==> src/rtl/cpa_pkg.sv <==
// ----------------------------------------------------------------------------
// cpa_pkg - shared types and constants for the CAN proximity alarm
// Frame identifiers, zone offset, beep and keepalive timing, register
// addresses and the lane/merge status structures.
// ----------------------------------------------------------------------------
`default_nettype none

package cpa_pkg;

    // Number of distance lanes (one per frame data byte)
    localparam int NUM_LANES = 4;

    // Recognised identifiers
    localparam logic [28:0] STD_ID_A = 29'h310;
    localparam logic [28:0] STD_ID_B = 29'h320;
    localparam logic [28:0] EXT_ID_A = 29'h18FF5B80;
    localparam logic [28:0] EXT_ID_B = 29'h18FF5B81;

    // Standard frames carry distance + 80 in byte 3
    localparam logic [12:0] STD_OFFSET = 13'd80;

    // Beep reload values (period minus one, in ms ticks)
    localparam logic [8:0] FAST_RELOAD = 9'd99;
    localparam logic [8:0] SLOW_RELOAD = 9'd499;

    // Keepalive interval in ms ticks
    localparam logic [6:0] KEEPALIVE_MS = 7'd100;

    // Input kinds
    localparam logic ACT_FRAME = 1'b0;
    localparam logic ACT_TICK  = 1'b1;

    // Sensor modes that need keepalive
    localparam logic [1:0] MODE_KA_A = 2'd1;
    localparam logic [1:0] MODE_KA_B = 2'd2;

    // Register byte addresses
    localparam logic [3:0] ADDR_SENSOR_MODE = 4'h0;
    localparam logic [3:0] ADDR_DANGER_ZONE = 4'h4;
    localparam logic [3:0] ADDR_WARN_ZONE   = 4'h8;
    localparam logic [3:0] ADDR_AUDIO_EN    = 4'hC;

    // Reset values of the registers
    localparam logic [1:0]  RST_SENSOR_MODE = 2'd0;
    localparam logic [11:0] RST_DANGER_ZONE = 12'd5;
    localparam logic [11:0] RST_WARN_ZONE   = 12'd15;
    localparam logic        RST_AUDIO_EN    = 1'b1;

    // What one lane found
    typedef struct packed {
        logic below_danger;
        logic below_warning;
    } lane_hit_t;

    // Merged zone verdict for one frame
    typedef struct packed {
        logic danger;
        logic warning;
    } zone_hit_t;

endpackage

`default_nettype wire

==> src/rtl/cpa_lane.sv <==
// ----------------------------------------------------------------------------
// cpa_lane - one distance lane
// Compares one data byte against the danger and warning zone limits, each
// optionally raised by the standard-frame offset.
// ----------------------------------------------------------------------------
`default_nettype none

module cpa_lane
    import cpa_pkg::*;
(
    input  wire logic [7:0]  dist_byte,
    input  wire logic        add_offset,
    input  wire logic [11:0] danger_lim,
    input  wire logic [11:0] warn_lim,
    output lane_hit_t        hit
);

    logic [12:0] lim_offset;

    assign lim_offset = add_offset ? STD_OFFSET : 13'd0;

    // byte - 80 < limit  is  byte < limit + 80; kept unsigned
    always_comb begin
        hit.below_danger  = ({5'd0, dist_byte} < ({1'b0, danger_lim} + lim_offset));
        hit.below_warning = ({5'd0, dist_byte} < ({1'b0, warn_lim} + lim_offset));
    end

endmodule

`default_nettype wire

==> src/rtl/cpa_merge.sv <==
// ----------------------------------------------------------------------------
// cpa_merge - identifier decode and lane merge
// Decodes the frame type from its identifier and merges the lanes: any lane
// (for std frames the top one) below a zone puts the nearest object in it.
// ----------------------------------------------------------------------------
`default_nettype none

module cpa_merge
    import cpa_pkg::*;
(
    input  wire logic                  is_extended,
    input  wire logic [28:0]           frame_id,
    input  wire lane_hit_t [NUM_LANES-1:0] lane_hit,
    output logic                       std_frame,
    output zone_hit_t                  zone
);

    logic ext_frame;
    logic any_danger;
    logic any_warning;

    // Identifier decode
    assign std_frame = !is_extended && (frame_id inside {STD_ID_A, STD_ID_B});
    assign ext_frame =  is_extended && (frame_id inside {EXT_ID_A, EXT_ID_B});

    // Minimum below a limit is any lane below it
    always_comb begin
        any_danger  = 1'b0;
        any_warning = 1'b0;
        for (int i = 0; i < NUM_LANES; i++) begin
            any_danger  = any_danger  | lane_hit[i].below_danger;
            any_warning = any_warning | lane_hit[i].below_warning;
        end
    end

    // Unknown frames read as no object, above every zone
    always_comb begin
        zone.danger  = 1'b0;
        zone.warning = 1'b0;
        if (std_frame) begin
            zone.danger  = lane_hit[NUM_LANES-1].below_danger;
            zone.warning = lane_hit[NUM_LANES-1].below_warning;
        end else if (ext_frame) begin
            zone.danger  = any_danger;
            zone.warning = any_warning;
        end
    end

endmodule

`default_nettype wire

==> src/rtl/can_proximity_alarm.sv <==
// ----------------------------------------------------------------------------
// can_proximity_alarm - CAN proximity alarm with buzzer and keepalive
// Frames set or clear the alarm from the nearest distance; 1 ms ticks
// drive the buzzer and the keepalive request.
//
//   Channel  Ports        Direction  Content
//   s_       tdata/tuser  in         frame or tick
//   m_       tdata        out        alarm status, one per input transfer
//   APB      p*           in/out     four configuration registers
//
// Each input transfer yields its result in the output register in the next
// cycle; one transfer per cycle is sustained while m_tready is high. Four byte
// lanes compare in parallel and a merge stage combines them in the same cycle.
// The input is taken whenever the output register is empty or being drained.
// Reset (aresetn low, synchronous) clears alarm, buzzer and timers and loads
// the register defaults; no clearing pass.
// ----------------------------------------------------------------------------
`default_nettype none

module can_proximity_alarm
    import cpa_pkg::*;
(
    input  wire logic        aclk,
    input  wire logic        aresetn,
    // Input stream
    input  wire logic        s_tvalid,
    output logic             s_tready,
    // [28:0] frame_id, [36:29] byte0, [44:37] byte1, [52:45] byte2,
    // [60:53] byte3, [63:61] zero
    input  wire logic [63:0] s_tdata,
    // [0] action, [1] is_extended
    input  wire logic [1:0]  s_tuser,
    // Result stream
    output logic             m_tvalid,
    input  wire logic        m_tready,
    // [0] buzzer_pin, [1] alarm_on, [2] fast_beep, [3] send_keepalive,
    // [4] danger_event, [7:5] zero
    output logic [7:0]       m_tdata,
    // Configuration
    input  wire logic        psel,
    input  wire logic        penable,
    input  wire logic        pwrite,
    input  wire logic [3:0]  paddr,
    input  wire logic [31:0] pwdata,
    output logic [31:0]      prdata,
    output logic             pready
);

    // Configuration registers
    logic [1:0]  sensor_mode_reg;
    logic [11:0] danger_lim_reg;
    logic [11:0] warn_lim_reg;
    logic        audio_en_reg;

    // Alarm state
    logic        alarm_reg,     alarm_next;
    logic        fast_reg,      fast_next;
    logic [8:0]  countdown_reg, countdown_next;
    logic        phase_reg,     phase_next;
    logic [6:0]  elapsed_reg,   elapsed_next;
    logic [6:0]  elapsed_inc;

    // Output register
    logic        out_valid_reg;
    logic [4:0]  out_data_reg, out_data_next;

    // Input unpacking
    logic        action;
    logic        is_extended;
    logic [28:0] frame_id;
    logic [7:0]  data_byte [NUM_LANES];
    logic        std_frame;
    logic        in_xfer;
    logic        cfg_write;
    logic        keepalive;
    logic        danger;

    lane_hit_t [NUM_LANES-1:0] lane_hit;
    zone_hit_t                 zone;

    assign action      = s_tuser[0];
    assign is_extended = s_tuser[1];
    assign frame_id    = s_tdata[28:0];
    assign data_byte[0] = s_tdata[36:29];
    assign data_byte[1] = s_tdata[44:37];
    assign data_byte[2] = s_tdata[52:45];
    assign data_byte[3] = s_tdata[60:53];

    // Handshakes
    assign s_tready = !out_valid_reg || m_tready;
    assign in_xfer  = s_tvalid && s_tready;
    assign m_tvalid = out_valid_reg;
    assign m_tdata  = {3'd0, out_data_reg};

    // Distance lanes; the top lane also takes the standard-frame offset
    for (genvar g = 0; g < NUM_LANES; g++) begin : g_lane
        cpa_lane u_lane (
            .dist_byte  (data_byte[g]),
            .add_offset ((g == NUM_LANES - 1) ? std_frame : 1'b0),
            .danger_lim (danger_lim_reg),
            .warn_lim   (warn_lim_reg),
            .hit        (lane_hit[g])
        );
    end

    cpa_merge u_merge (
        .is_extended (is_extended),
        .frame_id    (frame_id),
        .lane_hit    (lane_hit),
        .std_frame   (std_frame),
        .zone        (zone)
    );

    // Next state for one transfer
    assign elapsed_inc = (elapsed_reg < KEEPALIVE_MS) ? (elapsed_reg + 7'd1) : elapsed_reg;

    always_comb begin
        alarm_next     = alarm_reg;
        fast_next      = fast_reg;
        countdown_next = countdown_reg;
        phase_next     = phase_reg;
        elapsed_next   = elapsed_reg;
        keepalive      = 1'b0;
        danger         = 1'b0;
        if (action == ACT_FRAME) begin
            if (zone.danger) begin
                alarm_next = 1'b1;
                fast_next  = 1'b1;
                danger     = 1'b1;
            end else if (zone.warning) begin
                alarm_next = 1'b1;
                fast_next  = 1'b0;
            end else begin
                alarm_next = 1'b0;
            end
        end else begin
            // buzzer toggling
            if (alarm_reg && audio_en_reg) begin
                if (countdown_reg == 9'd0) begin
                    phase_next     = !phase_reg;
                    countdown_next = fast_reg ? FAST_RELOAD : SLOW_RELOAD;
                end else begin
                    countdown_next = countdown_reg - 9'd1;
                end
            end else begin
                phase_next     = 1'b0;
                countdown_next = 9'd0;
            end
            // keepalive timer, saturating
            elapsed_next = elapsed_inc;
            if ((sensor_mode_reg inside {MODE_KA_A, MODE_KA_B}) &&
                elapsed_inc >= KEEPALIVE_MS) begin
                keepalive    = 1'b1;
                elapsed_next = 7'd0;
            end
        end
        out_data_next = {danger, keepalive, fast_next, alarm_next, phase_next};
    end

    // State and output register
    always_ff @(posedge aclk) begin
        if (!aresetn) begin
            alarm_reg     <= 1'b0;
            fast_reg      <= 1'b0;
            countdown_reg <= 9'd0;
            phase_reg     <= 1'b0;
            elapsed_reg   <= 7'd0;
            out_valid_reg <= 1'b0;
        end else begin
            if (in_xfer) begin
                alarm_reg     <= alarm_next;
                fast_reg      <= fast_next;
                countdown_reg <= countdown_next;
                phase_reg     <= phase_next;
                elapsed_reg   <= elapsed_next;
                out_valid_reg <= 1'b1;
            end else if (m_tready) begin
                out_valid_reg <= 1'b0;
            end
        end
    end

    always_ff @(posedge aclk) begin
        if (in_xfer) begin
            out_data_reg <= out_data_next;
        end
    end

    // Configuration port
    assign pready    = 1'b1;
    assign cfg_write = psel && penable && pwrite && pready;

    always_ff @(posedge aclk) begin
        if (!aresetn) begin
            sensor_mode_reg <= RST_SENSOR_MODE;
            danger_lim_reg  <= RST_DANGER_ZONE;
            warn_lim_reg    <= RST_WARN_ZONE;
            audio_en_reg    <= RST_AUDIO_EN;
        end else if (cfg_write) begin
            case (paddr)
                ADDR_SENSOR_MODE: sensor_mode_reg <= pwdata[1:0];
                ADDR_DANGER_ZONE: danger_lim_reg  <= pwdata[11:0];
                ADDR_WARN_ZONE:   warn_lim_reg    <= pwdata[11:0];
                ADDR_AUDIO_EN:    audio_en_reg    <= pwdata[0];
                default: ;
            endcase
        end
    end

    // Read-back
    always_comb begin
        case (paddr)
            ADDR_SENSOR_MODE: prdata = {30'd0, sensor_mode_reg};
            ADDR_DANGER_ZONE: prdata = {20'd0, danger_lim_reg};
            ADDR_WARN_ZONE:   prdata = {20'd0, warn_lim_reg};
            ADDR_AUDIO_EN:    prdata = {31'd0, audio_en_reg};
            default:          prdata = 32'd0;
        endcase
    end

`ifndef SYNTHESIS
    // A danger result always carries an active fast alarm
    a_danger_fast: assert property (@(posedge aclk) disable iff (!aresetn)
        (m_tvalid && m_tdata[4]) |-> (m_tdata[1] && m_tdata[2]))
        else $error("danger_event without fast alarm");

    // Keepalive timer saturates at its interval
    a_elapsed_max: assert property (@(posedge aclk) disable iff (!aresetn)
        elapsed_reg <= KEEPALIVE_MS)
        else $error("keepalive timer overrun");

    // Beep countdown stays within the slow period
    a_countdown_max: assert property (@(posedge aclk) disable iff (!aresetn)
        countdown_reg <= SLOW_RELOAD)
        else $error("beep countdown overrun");

    // An accepted transfer is always followed by a result
    a_result_follows: assert property (@(posedge aclk) disable iff (!aresetn)
        in_xfer |=> m_tvalid)
        else $error("result missing after input transfer");
`endif

endmodule

`default_nettype wire

==> config.mk <==
export PLATFORM = sky130hd
export DESIGN_NAME = can_proximity_alarm
export DESIGN_NICKNAME = d
export VERILOG_FILES = /design/src/rtl/cpa_pkg.sv /design/src/rtl/cpa_lane.sv /design/src/rtl/cpa_merge.sv /design/src/rtl/can_proximity_alarm.sv
export SDC_FILE = /design/constraint.sdc
export NUM_CORES = 1
export LEC_CHECK = 0
export BUFFER_PORTS_ARGS = -buffer_cell sky130_fd_sc_hd__clkbuf_2
export CAP_MARGIN = 20
export CORE_ASPECT_RATIO = 1.2
export CORE_MARGIN = 10
export CORE_UTILIZATION = 40
export CTS_BUF_LIST = sky130_fd_sc_hd__clkbuf_4 sky130_fd_sc_hd__clkbuf_8
export DETAILED_ROUTE_END_ITERATION = 8
export PLACE_DENSITY = 0.61
export SYNTH_ARGS = -nofsm -noshare
export SYNTH_HDL_FRONTEND = slang
export SYNTH_HIERARCHICAL = 1
export SYNTH_SLANG_ARGS = --single-unit
==> constraint.sdc <==
create_clock -name aclk -period 3.4 [get_ports aclk]
set_input_delay 0.51 -clock aclk [delete_from_list [all_inputs] [get_ports aclk]]
set_output_delay 0.51 -clock aclk [all_outputs]
set_load 0.01 [all_outputs]
==> results of run 1 <==
area by class of cell:
type                            instances  area [sq um]
Inverter                               49           184
Fill cell                            1305          6610
Clock buffer                            5          68.8
Clock inverter                          3          25.0
Sequential cell                        52          1090
Timing Repair Buffer                  119           633
Multi-Input combinational cell        541          3800
Tap cell                              164           205
worst paths after layout:
check,from,endpoint,slack [ns],depth (start not counted)
min reg2reg,countdown_reg[7],countdown_reg[7],0.50,2
min,pwdata[3],warn_lim_reg[3],0.41,3
max reg2reg,warn_lim_reg[5],fast_reg,0.55,12
max,s_tdata[14],fast_reg,0.24,18
layer usage:
| layer | part of all wire (%) | vias up | GRT usage [%] |
|---|---|---|---|
| met2 | 49 | 160 | 30.3 |
| met5 | 0 | - | 0 |
| met1 | 41 | 2395 | 21.1 |
| li1 | - | 2536 | - |
| met3 | 6.5 | 31 | 3.16 |
| met4 | 2.8 | 0 | 6.32 |
worst min-delay path, cell delays in order:
cell                       delay (ns)
sky130_fd_sc_hd__clkbuf_2        0.09
sky130_fd_sc_hd__nand2_1         0.04
sky130_fd_sc_hd__nand3_1         0.07
per-stage QoR:
| step | utilization, % | power, mW | hold slack [ns] | instances | cell area, sq um |
|---|---|---|---|---|---|
| after CTS | 47.2 | 1.30 | 0.412 | 933 | 5960 |
| final | 47.6 | 1.30 | 0.414 | 933 | 6010 |
| after global routing | 47.6 | 1.37 | 0.424 | 933 | 6010 |
| after floorplan | - | 0.835 | 0.462 | 681 | 5270 |
| after global placement | 46.5 | 0.917 | 0.476 | 925 | 5860 |
| after detailed placement | 46.5 | 0.928 | 0.480 | 925 | 5860 |
cell families (layout without fill, tap and decap cells):
kind of cell               count (synthesis)  in the layout
and+or+nand+nor                          242            242
AOI/OAI and AO/OA                        157            157
buffers and inverters                     88            176
adders and majority gates                 82             82
DFF                                       52             52
xor gates and xnor gates                  18             18
muxes                                      6              6
other                                      2             36
repair_timing:
item,CTS,global route
endpoints found under the setup margin,0,5
setup buffers,0,0
resized for setup,0,11
synthesized netlist by cell type (2+ instances only):
cell type	n
sky130_fd_sc_hd__ha_1	82
sky130_fd_sc_hd__nand2_1	74
sky130_fd_sc_hd__nor2_1	53
sky130_fd_sc_hd__inv_1	49
sky130_fd_sc_hd__dfxtp_1	47
sky130_fd_sc_hd__o21ai_0	33
sky130_fd_sc_hd__a21oi_1	28
sky130_fd_sc_hd__buf_4	26
sky130_fd_sc_hd__nand3_1	22
sky130_fd_sc_hd__a21boi_0	19
sky130_fd_sc_hd__nand4_1	14
sky130_fd_sc_hd__nor3_1	14
sky130_fd_sc_hd__nor4_1	14
sky130_fd_sc_hd__nor2b_1	12
sky130_fd_sc_hd__a22oi_1	11
sky130_fd_sc_hd__a31oi_1	11
sky130_fd_sc_hd__clkbuf_1	11
sky130_fd_sc_hd__xnor2_1	10
sky130_fd_sc_hd__a211oi_1	9
sky130_fd_sc_hd__a211oi_2	8
sky130_fd_sc_hd__and4_1	8
sky130_fd_sc_hd__xor2_1	8
sky130_fd_sc_hd__nand2b_1	6
sky130_fd_sc_hd__o211ai_1	6
sky130_fd_sc_hd__o22ai_1	6
sky130_fd_sc_hd__a21boi_1	5
sky130_fd_sc_hd__edfxtp_1	5
sky130_fd_sc_hd__mux2i_1	5
sky130_fd_sc_hd__and2_1	3
sky130_fd_sc_hd__and3_1	3
sky130_fd_sc_hd__nand2b_4	3
sky130_fd_sc_hd__o211ai_2	3
sky130_fd_sc_hd__o31ai_1	3
sky130_fd_sc_hd__o32ai_2	3
sky130_fd_sc_hd__buf_2	2
sky130_fd_sc_hd__conb_1	2
sky130_fd_sc_hd__nor4b_1	2
sky130_fd_sc_hd__o211a_1	2
sky130_fd_sc_hd__o31a_1	2
sky130_fd_sc_hd__or3_1	2
sky130_fd_sc_hd__or4_1	2
power by group through the flow:
stage          combinational (mW)  clock (mW)  sequential [mW]
6_report                    0.283       0.378            0.639
5_1_grt                     0.319       0.409            0.640
4_1_cts                     0.278       0.383            0.639
3_5_place_dp                0.276           0            0.653
3_3_place_gp                0.265           0            0.652
2_1_floorplan               0.185           0            0.651
==> summary.log, run 1 <==
INFO  run_status     outcome=complete, no violations
INFO  synthesis      synthesis.instances=647
INFO  pwr            worst_ir_drop_vdd=0.000267V
INFO  synthesis      synthArstFlopShare=0%
INFO  clocking       clock_insertion_delay_worst_skew=0.33ns
INFO  finish         final_nets=959
INFO  sta            grt_setup_unrepaired=yes
INFO  critical_path  category_of_the_most_critical_setup_path=input pin to flop
INFO  critical_path  required=3.64ns
INFO  pwr            cell_internal_pwr=0.901mW
INFO  routing        drt-total-wl=16100um
INFO  sta            finalSetupViolCount=0
INFO  floorplanning  initial_core_util=40.8%
INFO  critical_path  crit_path_start_kind=input pin
INFO  run            maxCapViolCount=0
INFO  clocking       clkSlewWorstSetupHoldPaths=0.10ns
INFO  critical_path  worst-endpoint-arrival=3.40ns
INFO  synthesis      edff_count_synth=5
INFO  floorplanning  die-area=0.0178sqmm
INFO  routing        antenna_violating_nets_post_route=0
INFO  synthesis      netlist.top_cell.by_area=sky130_fd_sc_hd__ha_1
INFO  finish         post_route_cells_drive_above_1_share=21.3%
INFO  placement      detailedPlacementHpwl=12900um
INFO  clocking       clock_path_buffers=2
INFO  critical_path  cpMaxStageDelayCell=sky130_fd_sc_hd__nor4_2
INFO  sta            largest_clock_skew_in_the_final_design=0.0134ns
INFO  sta            timing.final.hold_violations=0
INFO  clocking       clk_tree_root_cell=sky130_fd_sc_hd__clkbuf_8
INFO  synthesis      synthSimpleGateAreaFrac=24.2%
INFO  routing        post_drt_wl_per_cell=17.2um
INFO  pwr            power.sequential.fraction=49.1%
INFO  clocking       tritoncts.num_buffers=5
INFO  floorplanning  floorplan.die.width=124um
INFO  finish         area.growth.synth_to_final=16.8%
INFO  floorplanning  die_boundary_height=144um
INFO  synthesis      post_synth_num_cell_types=60
INFO  clocking       cts_tree=done
INFO  synthesis      synthesis.yosys.warnings=6
INFO  synthesis      postSynthAreaPerCell=7.95squm
INFO  pwr            switching_share=30.7%
INFO  global_routing grt_pass1_wl=25200um
INFO  global_routing grt_use_total=17.6%
INFO  floorplanning  design.core.area=0.0126sqmm
INFO  synthesis      synthFlopType=sky130_fd_sc_hd__dfxtp_1
INFO  critical_path  timing.critical_path.max_delay_family=simple AND/OR/NAND/NOR gates
INFO  sta            fin_tns_setup=0ns
INFO  synthesis      synth.mux.area_fraction=1.41%
INFO  pwr            comb_power_share=21.7%
INFO  synthesis      netlist.area_leader.share=20.0%
INFO  floorplanning  num_io_pins=152
INFO  sta            final_critical_path_setup_slack=0.245ns
INFO  routing        route.vias.total=5122
INFO  synthesis      synth_area_leaders=sky130_fd_sc_hd__ha_1 20%, sky130_fd_sc_hd__dfxtp_1 18%, sky130_fd_sc_hd__nand2_1 5.4%
INFO  sta            timing.final.crit_share=92.8%
INFO  pwr            leakage_component_of_the_power=2.75nW
INFO  clocking       cts-hold-fix-buffers=0
INFO  routing        routed_via_density=5.49
INFO  finish         diodes_inserted=0
INFO  sta            slew_at_the_pin_with_the_worst_max_slew_slack=0.841ns
INFO  pwr            power.switching=0.398mW
INFO  finish         mostFrequentLayoutCells=104 x sky130_fd_sc_hd__clkbuf_2, 82 x sky130_fd_sc_hd__ha_1, 74 x sky130_fd_sc_hd__nand2_1, 53 x sky130_fd_sc_hd__nor2_1, 49 x sky130_fd_sc_hd__inv_1
INFO  finish         layout.cells.most_common=sky130_fd_sc_hd__clkbuf_2
INFO  sta            slew_violations=0
INFO  synthesis      postSynthRegisterBits=52
INFO  placement      preCtsSetupSlack=-0.193ns
INFO  synthesis      synth.cell_area=0.00514sqmm
INFO  global_routing grt_antenna_before_repair=0
INFO  pwr            clkPwrFrac=29.1%
INFO  global_routing globalRoute.totalOverflow=0
INFO  placement      gp_congestion=0.873
INFO  min_path       hold_path_class=input pin to flop
INFO  placement      io_buffers=104
INFO  global_routing maximum_number_of_pins_on_one_net_before_global_route_repair=51
INFO  routing        drt-pass1-iter-count=5
INFO  sta            max_slew_margin=44.0%
INFO  synthesis      synth_compound_area_share=21.7%
INFO  routing        dr_iter_0_viols=260
INFO  critical_path  crit_path_end_kind=flop
INFO  clocking       clock-sinks=52
INFO  floorplanning  num_rows=45
INFO  synthesis      synth_adder_area_share=20.0%
INFO  global_routing first_global_vias=5134
INFO  synthesis      synth_seq_area_share=21.2%
INFO  critical_path  cp_cell_sequence=clkbuf_2 -> nor4_2 -> nand4_1 -> nor3_2 -> buf_4 -> ha_1 -> a31oi_1 -> xor2_1 -> ha_1 -> nor2_1 -> nor4_1 -> o211ai_1 -> o21ai_0 -> a21oi_2 -> nor2b_4 -> a21o_1 -> nor2_1 -> nor3b_1
INFO  critical_path  critical_path_peak_fanout=4
INFO  sta            period_needed=3.16ns
INFO  critical_path  max_stage_delay=0.29ns
INFO  sta            fmax=317MHz
INFO  pwr            power-per-cell-area=216mW/mm^2
INFO  clocking       h-tree-depth=2
INFO  synthesis      synth_top_family_by_area=simple AND/OR/NAND/NOR gates
INFO  synthesis      post_synth_xor_area_fraction=3.07%
INFO  critical_path  crit_buf_inv=2
INFO  routing        detailed_route_drc_error_count=0
No activity file was read; power rests on OpenSTA's default activity.
==> inputs of run 2 (changes only) <==
Settings changed: CORE_ASPECT_RATIO 1.2 to 1.75, RECOVER_POWER set to 100.
==> summary.log, run 2 (synthesized netlist as in run 1, its figures left out) <==
INFO  run_status     outcome=finished, violations left
INFO  run_status     violations=max-capacitance violations, max-slew violations
INFO  placement      gp_congestion=0.931 [+6.7%]
INFO  critical_path  r2r_cells=12 [unchanged]
INFO  routing        antenna_violating_nets_post_route=0 [unchanged]
INFO  placement      dp.cells=926 [+0.11%]
INFO  pwr            power-per-cell-area=215mW/mm^2 [-0.48%]
INFO  placement      io_buffers=104 [unchanged]
INFO  pwr            total_power=1.28mW [-1.2%]
INFO  placement      preCtsSetupSlack=-0.145ns [+0.0486 ns]
INFO  sta            final_critical_path_setup_slack=0.196ns [-0.0483 ns]
INFO  clocking       tritoncts.num_buffers=5 [unchanged]
INFO  min_path       hp-start=pwdata[3]
INFO  floorplanning  num_io_pins=152 [unchanged]
INFO  placement      place_area=0.00584sqmm [-0.30%]
INFO  sta            slew_violations=51 [+51]
INFO  finish         mostFrequentLayoutCells=82 x sky130_fd_sc_hd__clkbuf_2, 81 x sky130_fd_sc_hd__ha_1, 74 x sky130_fd_sc_hd__nand2_1, 53 x sky130_fd_sc_hd__nor2_1, 49 x sky130_fd_sc_hd__inv_1
INFO  finish         area.growth.synth_to_final=15.9%
INFO  routing        dr_iter_0_viols=188 [-28%]
INFO  routing        routed_via_density=5.61 [+2.2%]
INFO  pwr            leakage_component_of_the_power=2.66nW [-3.4%]
INFO  critical_path  required=3.63ns [about the same]
INFO  floorplanning  die-area=0.0180sqmm [+0.90%]
INFO  routing        route.vias.total=5249 [+2.5%]
INFO  routing        drt-total-wl=16500um [+2.7%]
INFO  finish         final_nets=958 [-0.10%]
INFO  critical_path  worst-endpoint-arrival=3.44ns [+0.04 ns]
INFO  global_routing maximum_number_of_pins_on_one_net_before_global_route_repair=51 [unchanged]
INFO  finish         post_route_cells_drive_above_1_share=18.1% [-3.2 points]
INFO  clocking       cts_tree=done
INFO  floorplanning  initial_core_util=40.9% [+0.15 points]
INFO  global_routing grt_use_total=17.6% [about the same]
INFO  sta            timing.final.crit_share=94.2% [+1.4 points]
INFO  finish         layoutNonFillerInstCount=936 [+0.32%]
INFO  pwr            worst_ir_drop_vdd=0.000357V [+34%]
INFO  global_routing globalRoute.totalOverflow=0 [unchanged]
INFO  critical_path  category_of_the_most_critical_setup_path=input pin to flop
INFO  global_routing grt_pass1_wl=25900um [+2.6%]
INFO  routing        drt-pass1-iter-count=4 [-1]
INFO  finish         layout.cells.most_common=sky130_fd_sc_hd__clkbuf_2
INFO  clocking       clkSlewWorstSetupHoldPaths=0.10ns [about the same]
INFO  global_routing grt_antenna_before_repair=0 [unchanged]
INFO  sta            slew_at_the_pin_with_the_worst_max_slew_slack=1.85ns [+1.01 ns]
INFO  floorplanning  die_boundary_height=170um [+18%]
INFO  clocking       clock_insertion_delay_worst_skew=0.31ns [-0.02 ns]
INFO  sta            largest_clock_skew_in_the_final_design=0.00618ns [-0.00718 ns]
INFO  sta            timing.final.hold_violations=0 [unchanged]
INFO  critical_path  crit_path_end_kind=flop
INFO  sta            fmax=312MHz [-1.5%]
INFO  clocking       clock_path_buffers=2 [unchanged]
INFO  min_path       hold_path_class=input pin to flop
INFO  sta            finalSetupViolCount=0 [unchanged]
INFO  clocking       h-tree-depth=2 [unchanged]
INFO  sta            max_slew_margin=-23.2% [-67 points]
INFO  routing        post_drt_wl_per_cell=17.6um [+2.3%]
INFO  sta            fin_tns_setup=0ns [unchanged]
INFO  clocking       clock-sinks=52 [unchanged]
INFO  min_path       min_delay_path_depth=3 [unchanged]
INFO  routing        detailed_route_drc_error_count=0 [unchanged]
INFO  floorplanning  floorplan.die.width=106um [-14%]
INFO  critical_path  rr_endpoint=fast_reg
INFO  global_routing first_global_vias=5230 [+1.9%]
INFO  floorplanning  num_rows=54 [+20%]
INFO  floorplanning  design.core.area=0.0126sqmm [-0.36%]
INFO  finish         postLayoutCellArea=0.00596sqmm [-0.77%]
INFO  run            maxCapViolCount=1 [+1]
INFO  placement      detailedPlacementHpwl=13400um [+4.2%]
INFO  finish         diodes_inserted=0 [unchanged]
INFO  min_path       hold_path_end=warn_lim_reg[3]
INFO  sta            period_needed=3.20ns [+0.0483 ns]
INFO  critical_path  critical_path_peak_fanout=4 [unchanged]
INFO  critical_path  r2r_slack=0.59ns [+0.04 ns]
INFO  critical_path  crit_path_start_kind=input pin
INFO  critical_path  reg2reg_from=danger_lim_reg[5]
INFO  clocking       clk_tree_root_cell=sky130_fd_sc_hd__clkbuf_8
[run 2: cell count changes in the layout (fill, tap and decap cells not counted), sizes merged]
cell | before | now
clkinv | 0 | 1
inv | 51 | 50
buf | 15 | 14
[run 2: area by class of cell]
type,instances,area (sq um)
Inverter,49,184
Timing Repair Buffer,118,598
Clock buffer,5,68.8
Clock inverter,3,22.5
Tap cell,168,210
Sequential cell,52,1090
Multi-Input combinational cell,541,3790
Fill cell,1320,6610
[run 2: timing repair]
action,4_1_cts,5_1_grt
setup endpoints to repair,0,4
resized for setup,0,13
setup buffers,0,2
hold buffers,0,0
[run 2: power by group]
group | total [mW] | switching, mW | internal [mW]
logic | 0.284 | 0.162 | 0.121
registers | 0.639 | 0.0121 | 0.627
clock network | 0.360 | 0.213 | 0.147
total | 1.28 | 0.388 | 0.895
[run 2: layer usage]
| metal | part of all wire (%) | track usage (%) |
|---|---|---|
| met4 | 4.1 | 8.10 |
| met3 | 5.4 | 2.53 |
| met2 | 55 | 33.9 |
| met1 | 36 | 17.8 |
| met5 | 0 | 0 |
[run 2: metrics by stage]
stage	hold slack, ns	utilization, %
floorplan	0.462	-
global placement	0.458	46.5
detailed placement	0.471	46.5
CTS	0.420	47.2
global route	0.441	47.4
finish	0.427	47.4
[run 2: worst max-delay path, cell delays in order]
cell	delay (ns)
sky130_fd_sc_hd__clkbuf_2	0.10
sky130_fd_sc_hd__nor4_2	0.29
sky130_fd_sc_hd__nand4_1	0.20
sky130_fd_sc_hd__nor3_2	0.21
sky130_fd_sc_hd__buf_4	0.15
sky130_fd_sc_hd__ha_1	0.17
sky130_fd_sc_hd__ha_2	0.27
sky130_fd_sc_hd__inv_1	0.05
sky130_fd_sc_hd__ha_1	0.22
sky130_fd_sc_hd__o21ai_0	0.15
sky130_fd_sc_hd__o21ai_0	0.12
sky130_fd_sc_hd__o211ai_1	0.19
sky130_fd_sc_hd__o21ai_1	0.11
sky130_fd_sc_hd__a21oi_2	0.20
sky130_fd_sc_hd__nor2b_2	0.18
sky130_fd_sc_hd__a21o_1	0.10
sky130_fd_sc_hd__nor2_1	0.04
sky130_fd_sc_hd__nor3b_1	0.16
[run 2: how the worst max path moves through the flow]
stage          slack [ns]   startpoint        end  cells past startpoint
3_5_place_dp        -0.14   s_tdata[7]   fast_reg                     19
2_1_floorplan        0.23  s_tdata[10]   fast_reg                     16
5_1_grt             -0.04  s_tdata[23]  alarm_reg                     18
4_1_cts              0.13   s_tdata[7]  alarm_reg                     18
6_report             0.20   s_tdata[7]   fast_reg                     18
3_3_place_gp        -0.07   s_tdata[1]  alarm_reg                     18
==> inputs of run 3 (changes only) <==
Settings changed: CELL_PAD_IN_SITES_DETAIL_PLACEMENT set to 0, CELL_PAD_IN_SITES_GLOBAL_PLACEMENT set to 1, CORE_UTILIZATION 40 to 39, PLACE_DENSITY 0.61 to 0.8.
==> summary.log, run 3 (synthesized netlist as in run 1, its figures left out) <==
INFO  run_status     outcome=complete, no violations
INFO  global_routing grt_use_total=17.5% [-0.052 points]
INFO  critical_path  crit_path_frequent_cell=sky130_fd_sc_hd__ha_1
INFO  critical_path  required=3.64ns [about the same]
INFO  floorplanning  die-area=0.0184sqmm [+2.2%]
INFO  sta            slew_at_the_pin_with_the_worst_max_slew_slack=0.872ns [-0.976 ns]
INFO  global_routing grt_pass1_wl=25600um [-0.91%]
INFO  critical_path  critical_path_peak_fanout=4 [unchanged]
INFO  sta            timing.final.hold_violations=0 [unchanged]
INFO  clocking       clkSlewWorstSetupHoldPaths=0.10ns [about the same]
INFO  clocking       clock-sinks=52 [unchanged]
INFO  routing        drt-pass1-iter-count=6 [+2]
INFO  clocking       clock_insertion_delay_worst_skew=0.32ns [about the same]
INFO  pwr            leakage_component_of_the_power=2.72nW [+2.3%]
INFO  placement      detailedPlacementHpwl=13400um [-0.67%]
INFO  finish         layout.cells.most_common=sky130_fd_sc_hd__clkbuf_2
INFO  routing        detailed_route_drc_error_count=0 [unchanged]
INFO  sta            grt_setup_unrepaired=yes
INFO  floorplanning  floorplan.die.width=107um [+1.0%]
INFO  routing        dr_iter_0_viols=199 [+5.9%]
INFO  critical_path  crit_buf_inv=2 [-1]
INFO  global_routing first_global_vias=5087 [-2.7%]
INFO  critical_path  crit_path_start_kind=input pin
INFO  clocking       h-tree-depth=2 [unchanged]
INFO  floorplanning  initial_core_util=39.7% [-1.2 points]
INFO  finish         mostFrequentLayoutCells=97 x sky130_fd_sc_hd__clkbuf_2, 82 x sky130_fd_sc_hd__ha_1, 74 x sky130_fd_sc_hd__nand2_1, 54 x sky130_fd_sc_hd__nor2_1, 49 x sky130_fd_sc_hd__inv_1
INFO  pwr            power.switching=0.395mW [+1.9%]
INFO  critical_path  cp_cell_sequence=clkbuf_2 -> nor4_2 -> nand4_1 -> nor3_1 -> buf_4 -> ha_1 -> ha_1 -> xnor2_1 -> ha_1 -> nand4_1 -> nor3_1 -> o211ai_1 -> o21ai_0 -> a21oi_2 -> nor2b_4 -> a21o_1 -> nor2_1 -> nor3b_1
INFO  routing        route.vias.total=5120 [-2.5%]
INFO  critical_path  cpMaxStageDelayCell=sky130_fd_sc_hd__nor4_2
INFO  floorplanning  num_rows=55 [+1.9%]
INFO  finish         diodes_inserted=0 [unchanged]
INFO  run            maxCapViolCount=0 [-1]
INFO  placement      io_buffers=104 [unchanged]
INFO  pwr            switching_share=30.6% [+0.38 points]
INFO  pwr            total_power=1.29mW [+0.61%]
INFO  critical_path  timing.critical_path.max_delay_family=simple AND/OR/NAND/NOR gates
INFO  global_routing globalRoute.totalOverflow=0 [unchanged]
INFO  sta            largest_clock_skew_in_the_final_design=0.00740ns [+0.00122 ns]
INFO  critical_path  worst-endpoint-arrival=3.38ns [-0.06 ns]
INFO  critical_path  category_of_the_most_critical_setup_path=input pin to flop
INFO  finish         post_route_cells_drive_above_1_share=19.9% [+1.8 points]
INFO  routing        antenna_violating_nets_post_route=0 [unchanged]
INFO  floorplanning  die_boundary_height=172um [+1.1%]
INFO  pwr            worst_ir_drop_vdd=0.000307V [-14%]
INFO  global_routing maximum_number_of_pins_on_one_net_before_global_route_repair=51 [unchanged]
INFO  sta            finalSetupViolCount=0 [unchanged]
INFO  pwr            power-per-cell-area=216mW/mm^2 [+0.26%]
INFO  pwr            cell_internal_pwr=0.896mW [about the same]
INFO  pwr            clkPwrFrac=28.5% [+0.4 points]
INFO  clocking       clock_path_buffers=2 [unchanged]
INFO  clocking       clk_tree_root_cell=sky130_fd_sc_hd__clkbuf_8
INFO  sta            timing.final.crit_share=92.1% [-2.1 points]
INFO  critical_path  crit_path_end_kind=flop
INFO  clocking       cts_tree=done
INFO  sta            max_slew_margin=41.8% [+65 points]
INFO  routing        routed_via_density=5.46 [-2.7%]
INFO  finish         layout.filler_cells=1364 [+3.3%]
INFO  critical_path  max_stage_delay=0.28ns [about the same]
INFO  floorplanning  design.core.area=0.0129sqmm [+2.9%]
INFO  floorplanning  num_io_pins=152 [unchanged]
INFO  finish         final_nets=957 [-0.10%]
INFO  sta            fmax=319MHz [+2.3%]
INFO  pwr            comb_power_share=22.0% [about the same]
INFO  finish         area.growth.synth_to_final=16.3%
INFO  sta            hold-worst-slack=0.432ns [+0.00539 ns]
INFO  placement      gp_congestion=0.973 [+4.5%]
INFO  min_path       hold_path_class=input pin to flop
INFO  sta            fin_tns_setup=0ns [unchanged]
INFO  routing        drt-total-wl=16600um [+0.48%]
INFO  global_routing grt_antenna_before_repair=0 [unchanged]
INFO  clocking       tritoncts.num_buffers=5 [unchanged]
INFO  routing        post_drt_wl_per_cell=17.7um [+0.27%]
INFO  sta            slew_violations=0 [-100%]
INFO  pwr            power.sequential.fraction=49.6% [-0.2 points]
INFO  sta            period_needed=3.13ns [-0.0707 ns]
run 3: repair_timing:
| action | CTS | global route |
|---|---|---|
| endpoints found under the setup margin | 0 | 3 |
| resized for setup | 0 | 10 |
| setup buffers | 0 | 0 |
| hold buffers | 0 | 0 |
run 3: tightest hold or removal path: cells and delay by family:
family	cells	cell delay, ns
buffers and inverters	1	0.10
and+or+nand+nor	2	0.12
run 3: cell type report:
type | count | area (sq um) | share of cell area [%]
Sequential cell | 52 | 1090 | 18.2
Multi-Input combinational cell | 541 | 3790 | 63.4
Clock buffer | 5 | 68.8 | 1.15
Timing Repair Buffer | 117 | 609 | 10.2
Tap cell | 171 | 214 | 3.58
Inverter | 49 | 184 | 3.07
Clock inverter | 3 | 22.5 | 0.376
run 3: metrics by stage:
step	util (%)	setup slack [ns]	cells	instance area, sq um
CTS	46.0	0.203	938	5950
global placement	45.3	-0.104	930	5860
global route	46.2	-0.0459	938	5980
finish	46.2	0.267	938	5980
detailed placement	45.3	-0.125	930	5860
floorplan	-	0.226	681	5270
run 3: final timing paths:
| path | start | to | slack (ns) | cells past startpoint |
|---|---|---|---|---|
| setup / recovery | s_tdata[23] | fast_reg | 0.27 | 18 |
| hold / removal | pwdata[3] | warn_lim_reg[3] | 0.43 | 3 |
| setup reg to reg | danger_lim_reg[6] | fast_reg | 0.60 | 12 |
| hold reg to reg | countdown_reg[7] | countdown_reg[7] | 0.50 | 2 |
run 3: power by group through the flow:
stage               clock (mW)  sequential (mW)  combinational, mW
floorplan                    0            0.651              0.185
global placement             0            0.653              0.269
detailed placement           0            0.654              0.278
CTS                      0.384            0.640              0.280
global route             0.404            0.641              0.322
finish                   0.368            0.640              0.284
run 3: routing by layer:
layer / global-route usage [%] / vias to the layer above / routed length, um
met4: 6.68 / 0 / 535
met3: 3.58 / 29 / 881
met1: 18.0 / 2407 / 6240
met2: 33.4 / 147 / 8910
li1: - / 2537 / -
met5: 0 / - / 0
